===== src/hw/rtl/rbpt_pkg.sv =====
package rbpt_pkg;

  localparam int unsigned VALUE_BITS     = 27;
  // Widest odd divisor ever loaded is just above sqrt(2^VALUE_BITS)
  localparam int unsigned DIV_BITS       = (VALUE_BITS + 1) / 2 + 1;
  localparam int unsigned SQ_BITS        = VALUE_BITS + 2;
  localparam int unsigned CNT_BITS       = $clog2(VALUE_BITS + 1);
  localparam int unsigned IN_TDATA_BITS  = ((VALUE_BITS + 7) / 8) * 8;
  localparam int unsigned OUT_TDATA_BITS = 8;

  localparam logic REG_LOW  = 1'b0;
  localparam logic REG_HIGH = 1'b1;

  typedef struct packed {
    logic                  start;
    logic [VALUE_BITS-1:0] dividend;
    logic [DIV_BITS-1:0]   divisor;
  } rem_req_t;

  typedef struct packed {
    logic done;
    logic zero;
  } rem_status_t;

  typedef struct packed {
    logic is_prime;
    logic in_range;
  } result_t;

endpackage


===== src/hw/rtl/rbpt_rem.sv =====
module rbpt_rem (
  input  logic                  clk_i,
  input  logic                  rst_ni,
  input  rbpt_pkg::rem_req_t    req_i,
  output rbpt_pkg::rem_status_t status_o
);
  import rbpt_pkg::*;

  logic                  busy_q, busy_d;
  logic                  done_q, done_d;
  logic [CNT_BITS-1:0]   cnt_q, cnt_d;
  logic [VALUE_BITS-1:0] shift_q, shift_d;
  logic [DIV_BITS-1:0]   rem_q, rem_d;
  logic [DIV_BITS-1:0]   dvs_q, dvs_d;
  logic [DIV_BITS:0]     trial;
  logic [DIV_BITS+1:0]   diff;

  // One quotient bit per cycle: bring down the next dividend bit, subtract if it fits
  assign trial = {rem_q, shift_q[VALUE_BITS-1]};
  assign diff  = {1'b0, trial} - {2'b00, dvs_q};

  always_comb begin
    busy_d  = busy_q;
    done_d  = 1'b0;
    cnt_d   = cnt_q;
    shift_d = shift_q;
    rem_d   = rem_q;
    dvs_d   = dvs_q;
    if (req_i.start) begin
      busy_d  = 1'b1;
      cnt_d   = CNT_BITS'(VALUE_BITS);
      shift_d = req_i.dividend;
      rem_d   = '0;
      dvs_d   = req_i.divisor;
    end else if (busy_q) begin
      shift_d = {shift_q[VALUE_BITS-2:0], 1'b0};
      rem_d   = diff[DIV_BITS+1] ? trial[DIV_BITS-1:0] : diff[DIV_BITS-1:0];
      cnt_d   = cnt_q - CNT_BITS'(1);
      if (cnt_q == CNT_BITS'(1)) begin
        busy_d = 1'b0;
        done_d = 1'b1;
      end
    end
  end

  always_ff @(posedge clk_i or negedge rst_ni) begin
    if (!rst_ni) begin
      busy_q <= 1'b0;
      done_q <= 1'b0;
      cnt_q  <= '0;
    end else begin
      busy_q <= busy_d;
      done_q <= done_d;
      cnt_q  <= cnt_d;
    end
  end

  always_ff @(posedge clk_i) begin
    shift_q <= shift_d;
    rem_q   <= rem_d;
    dvs_q   <= dvs_d;
  end

  assign status_o.done = done_q;
  assign status_o.zero = (rem_q == '0);

endmodule


===== config.mk =====
export PLATFORM = sky130hd
export DESIGN_NAME = rbpt_rem
export DESIGN_NICKNAME = d
export VERILOG_FILES = /design/src/hw/rtl/rbpt_pkg.sv /design/src/hw/rtl/rbpt_rem.sv
export SDC_FILE = /design/constraint.sdc
export NUM_CORES = 1
export LEC_CHECK = 0
export BUFFER_PORTS_ARGS = -buffer_cell sky130_fd_sc_hd__buf_2
export CAP_MARGIN = 5
export CELL_PAD_IN_SITES_DETAIL_PLACEMENT = 0
export CELL_PAD_IN_SITES_GLOBAL_PLACEMENT = 1
export CORE_MARGIN = 2
export CORE_UTILIZATION = 49
export CTS_CLUSTER_DIAMETER = 200
export DETAILED_ROUTE_END_ITERATION = 16
export PLACE_DENSITY_LB_ADDON = 0.1
export SYNTH_ARGS = -nofsm -noshare
export SYNTH_HDL_FRONTEND = slang
export SYNTH_SLANG_ARGS = --single-unit

===== constraint.sdc =====
create_clock -name clk_i -period 4.7 [get_ports clk_i]
set_clock_uncertainty 0.05 [all_clocks]
set_input_delay 0.47 -clock clk_i [delete_from_list [all_inputs] [get_ports clk_i]]
set_output_delay 0.47 -clock clk_i [all_outputs]
set_load 0.02 [all_outputs]

==> flow_summary.toml, run 1 <==
[floorplan]
start_util = 0.507
io_pins = 47
die-area_um2 = 7720
die_h_um = 87.9
core_area_um2 = 6790
die_width_um = 87.9
num_rows = 30

[synthesis]
seq_area_frac_synth = 0.504
async_reset_ff_frac = 0.109
synth_area_um2 = 3450
synth_cell_types = 53
yosys_register_bits = 64
ys.flop_type = "edfxtp_1"
synthCells = 308
syn_area_per_cell_um2 = 11.2
syn_nets = 371
ys.warnings.count = 0
synth-edff-count = 42

[timing]
tightest_slew_ns = 1.02
setup_viol = 0
max_freq_ghz = 0.353
drv_slew = 0
rsz0062_at_grt = "false"
final.setup.worst_slack_ns = 1.87
fin_crit_ns = 2.83
period_share = 0.602
max-slew-margin-rel = 0.321
setup_tns_ns = 0
hold_violations = 0

[clock_tree]
htree_levels = 3
cts_num_sinks = 64
clock_latency_ns = 0.34
post_cts_buffers = 0
cts.path.max_buffers = 2
root_buffer = "clkbuf_8"
cts_tree = "done"
path_clk_slew_ns = 0.08
cts_buffers = 9

[global_routing]
antenna_found_initial = 0
grt_usage = 0.200
first_global_vias = 2368
gr-total-overflow = 0
grt_max_degree = 36
grt_pass1_wl_um = 11800

[final_layout]
drive_above_1_share = 0.258
final_cell_mix = "buf_2, edfxtp_1, mux2_2"
antennaDiodeCount = 0
area_delta_synth_final_pct = 16.4
final_common_cell = "buf_2"
nets = 419
fin_util = 0.590

[placed_design]
place_ws_ns = 1.89
port_buffers = 46
dp_hpwl_um = 5030
globalplace.congestion = 0.821

[worst_setup_path]
cp.required_ns = 4.91
rr_startpoint = "shift_q[26]"
crit_type = "reg -> reg"
reg2reg_depth = 9
worstReg2RegEnd = "rem_q[5]"
worstPathMaxFanout = 16
end_kind = "flip-flop"
arrival_ns = 3.04
cp-start-kind = "flip-flop"
cp_slowest_cell = "a211o_1"
cp_cell_sequence = "inv_1 > ha_1 > fa_1 > nor2b_1 > o211ai_1 > a21o_4 > a211o_1 > a211o_1 > a311oi_2"
crit_end = "rem_q[5]"
critPathLaunch = "shift_q[26]"
slowest_delay_ns = 0.48
cpMostUsedCell = "a211o_1"
rrSetupSlack_ns = 1.87

[routing]
wl_um = 7180
vias_per_cell = 5.48
dr.pass1.iters = 4
vias = 2503
drc = 0
routedWlPerCell_um = 15.7
drtAntennaViolNets = 0
drt_iter0_markers = 115

[outcome]
status = "finished, final reports clean"

[hold_path]
hold_class = "in -> reg"

[pwr]
power.density_nw_per_um2 = 535
vdd_drop_max_v = 0.000273
p_leak_uw = 0.00166

[job]
maxCapViolations = 0
==> worst max-delay path: cells and delay by family, from the launching register on <==
kind | cells | cell delay [ns]
fa+ha+maj | 2 | 0.62
buf+inv | 1 | 0.05
simple gates | 1 | 0.18
compound gates | 5 | 1.51
flops | 1 | 0.35
==> synth_stat cells, types with 3 or more instances <==
cell        n  area (µm²)
a21o_1      5        37.5
a311o_1     3        30.0
clkbuf_1    8        30.0
a221oi_1    3        26.3
a41oi_1     3        26.3
o211ai_1    3        22.5
inv_1      20        75.1
a21oi_1    12        60.1
a21boi_0    3        22.5
o21ai_0    10        50.1
nor2_1     20        75.1
edfxtp_1   42        1260
xor2_1      5        43.8
nor4_1      6        37.5
xnor2_1     7        61.3
mux2_2     26         293
nand3_1     7        35.0
a311oi_1    3        26.3
ha_1       17         213
nand2b_1    6        37.5
nor3_1      5        25.0
dfxtp_1    15         300
and2_1      5        31.3
dfrtp_1     7         175
nand4_1     4        25.0
o2111ai_1   3        26.3
o21ai_1     4        20.0
o21a_1      4        30.0
nand2_1    20        75.1
==> final cells by class <==
| cell class | count | area [µm²] |
|---|---|---|
| Timing Repair Buffer | 48 | 248 |
| Inverter | 20 | 75.1 |
| Sequential cell | 64 | 1740 |
| Clock inverter | 7 | 119 |
| Clock buffer | 9 | 124 |
| Multi-Input combinational cell | 213 | 1590 |
| Tap cell | 96 | 120 |
| Fill cell | 598 | 2780 |
==> state kept, by name (all words and copies together) (netlist names) <==
signal,cells
dvs_q,15
done_q,1
rem_q,15
shift_q,27
busy_q,1
cnt_q,5
==> per-layer routing <==
metal | vias up | part of all wire | global-route usage
li1 | 1254 | - | -
met1 | 1179 | 0.49 | 0.298
met2 | 61 | 0.45 | 0.290
met3 | 9 | 0.044 | 0.0509
met4 | 0 | 0.013 | 0.0517
met5 | - | 0 | 0
==> per-stage QoR <==
step	power [µW]	hold WS (ns)	std cells	area (µm²)
6_report	2150	0.252	457	4010
5_1_grt	2290	0.235	457	4010
4_1_cts	2150	0.243	457	4010
3_5_place_dp	1560	0.262	440	3760
3_3_place_gp	1570	0.259	440	3760
2_1_floorplan	1350	0.124	308	3450
==> worst min-delay path by stage <==
stage / startpoint / to / slack [ns] / cells past startpoint
detailed placement: rst_ni / cnt_q[1] / 0.26 / 1
CTS: req_i[9] / dvs_q[9] / 0.24 / 1
floorplan: rst_ni / busy_q / 0.12 / 0
global placement: rst_ni / busy_q / 0.26 / 1
finish: req_i[4] / dvs_q[4] / 0.25 / 1
global route: req_i[10] / dvs_q[10] / 0.24 / 1
==> power by group <==
part / internal (µW) / switching, µW
combinational: 333 / 455
clock: 353 / 231
sequential: 695 / 78.9
==> cells by family (layout without fill, tap and decap cells) <==
group | count (synthesis) | in the layout | share of synthesized area
buf+inv | 31 | 84 | 0.0352
mux | 27 | 27 | 0.0879
simple gates | 84 | 84 | 0.122
flops | 64 | 64 | 0.504
compound gates | 72 | 72 | 0.153
xor+xnor | 12 | 12 | 0.0305
fa+ha+maj | 18 | 18 | 0.0675
==> timing repair <==
item,CTS,global route
hold buffers,1,0
hold endpoints to repair,7,0
gates resized for setup,0,0
No activity file was read; power rests on OpenSTA's default activity.
==> run 2: changes to the inputs <==
- CORE_UTILIZATION: 49 -> 46
- clock period: 4.7 -> 2.7 ns (I/O delays scaled with it)
==> flow_summary.toml, run 2 (same netlist as run 1, synthesis figures left out) <==
[final_layout]
largest_reg_flops = 27
final_common_cell = "buf_2"
final_cell_mix = "buf_2, edfxtp_1, mux2_2"
design_area_um2 = 4090
fin_util = 0.564
drive_above_1_share = 0.290
antennaDiodeCount = 0
area_delta_synth_final_pct = 18.7
top_regs = "shift_q: 27 flops, dvs_q: 15 flops, rem_q: 15 flops"
nets = 430
top_register = "shift_q"

[timing]
drv_slew = 0
tightest_slew_ns = 0.687
final.setup.worst_slack_ns = 0.132
max-slew-margin-rel = 0.541
max_freq_ghz = 0.389
hold_violations = 0
fin_crit_ns = 2.57
setup_viol = 0
period_share = 0.951

[placed_design]
dp_hpwl_um = 5170
place_ws_ns = 0.0833
globalplace.congestion = 0.876
port_buffers = 46
dpl_cell_area_um2 = 3840

[routing]
routedWlPerCell_um = 15.7
wl_met1_um = 3540
drt_iter0_markers = 157
vias = 2583
dr.pass1.iters = 4
drtAntennaViolNets = 0
route.met3.wl_um = 403
wl_met2_um = 3330
wl_um = 7390
dr.max_layer_used = "met4"
vias_per_cell = 5.48
drc = 0

[clock_tree]
cts.path.max_buffers = 2
path_clk_slew_ns = 0.08
cts_num_sinks = 64
clock_latency_ns = 0.35
cts_tree = "done"
htree_levels = 3
root_buffer = "clkbuf_8"
cts_buffers = 9

[worst_setup_path]
critPathTopFamily = "compound AO/OA/AOI/OAI gates"
rrSetupSlack_ns = 0.13
slowest_delay_ns = 0.36
crit_type = "reg -> reg"
end_kind = "flip-flop"
arrival_ns = 2.78
cp_cell_sequence = "inv_1 > ha_1 > fa_2 > nor2b_2 > o211ai_1 > a21o_4 > a211o_4 > a211o_1 > a311oi_2"
cp.required_ns = 2.91
rr_startpoint = "shift_q[26]"
worstPathMaxFanout = 6
cp_slowest_cell = "edfxtp_1"
crit_buf_inv = 1
reg2reg_depth = 9
worstReg2RegEnd = "rem_q[5]"
cp-start-kind = "flip-flop"

[global_routing]
grt_pass1_wl_um = 12000
grt_usage = 0.187
gr-total-overflow = 0
antenna_found_initial = 0
first_global_vias = 2515
grt_max_degree = 59

[job]
maxCapViolations = 0

[outcome]
status = "finished, final reports clean"

[hold_path]
min_to = "dvs_q[1]"
min_from = "req_i[1]"
holdPathStages = 1
hold_class = "in -> reg"

[pwr]
p_leak_uw = 0.00170
vdd_drop_max_v = 0.000454
power.density_nw_per_um2 = 895

[floorplan]
core_area_um2 = 7250
die-area_um2 = 8200
die_width_um = 90.6
start_util = 0.475
num_rows = 31
die_h_um = 90.6
io_pins = 47
==> run 2: final cells by class <==
type	instances	area, µm²
multi-input cells	213	1610
clock inverters	7	77.6
inverters	20	75.1
flip-flops and latches	64	1740
fillers	680	3160
clock buffers	9	124
well taps	99	124
repair buffers	59	343
==> run 2: worst register-to-register path: cells and delay by family (launching register included) <==
kind,cells,cell delay [ns]
AOI/OAI and AO/OA,5,1.30
adders and majority gates,2,0.57
DFF,1,0.36
and+or+nand+nor,1,0.14
buffers and inverters,1,0.05
==> run 2: worst max path at each step <==
stage	startpoint	slack, ns	endpoint	cells after the start
finish	shift_q[26]	0.13	rem_q[5]	9
global placement	shift_q[26]	0.14	rem_q[5]	9
floorplan	shift_q[26]	0.24	rem_q[5]	9
CTS	shift_q[26]	0.04	rem_q[5]	9
global route	shift_q[26]	-0.001	rem_q[5]	9
detailed placement	shift_q[26]	0.08	rem_q[5]	9
==> run 2: power breakdown <==
part | switching [µW] | internal, µW
Combinational | 840 | 629
Sequential | 139 | 1210
Clock | 408 | 434
Total | 1390 | 2270
==> run 2: timing repair <==
item	4_1_cts	5_1_grt
setup buffers	0	2
hold buffers	1	0
endpoints found under the hold margin	7	0
resized for setup	0	4
endpoints found under the setup margin	0	12
==> run 2: layer usage <==
layer | global-route usage | up-vias
met2 | 0.273 | 71
met1 | 0.256 | 1212
met5 | 0 | -
li1 | - | 1285
met3 | 0.0643 | 15
met4 | 0.0705 | 0
==> run 2: stage by stage <==
| stage | power [µW] | setup TNS [ns] | cells | hold slack, ns |
|---|---|---|---|---|
| CTS | 3650 | 0 | 469 | 0.0251 |
| detailed placement | 2790 | 0 | 452 | 0.0624 |
| floorplan | 2360 | 0 | 308 | -0.0756 |
| global route | 3900 | -0.00145 | 471 | 0.0200 |
| global placement | 2810 | 0 | 452 | 0.0621 |
| finish | 3660 | 0 | 471 | 0.0420 |
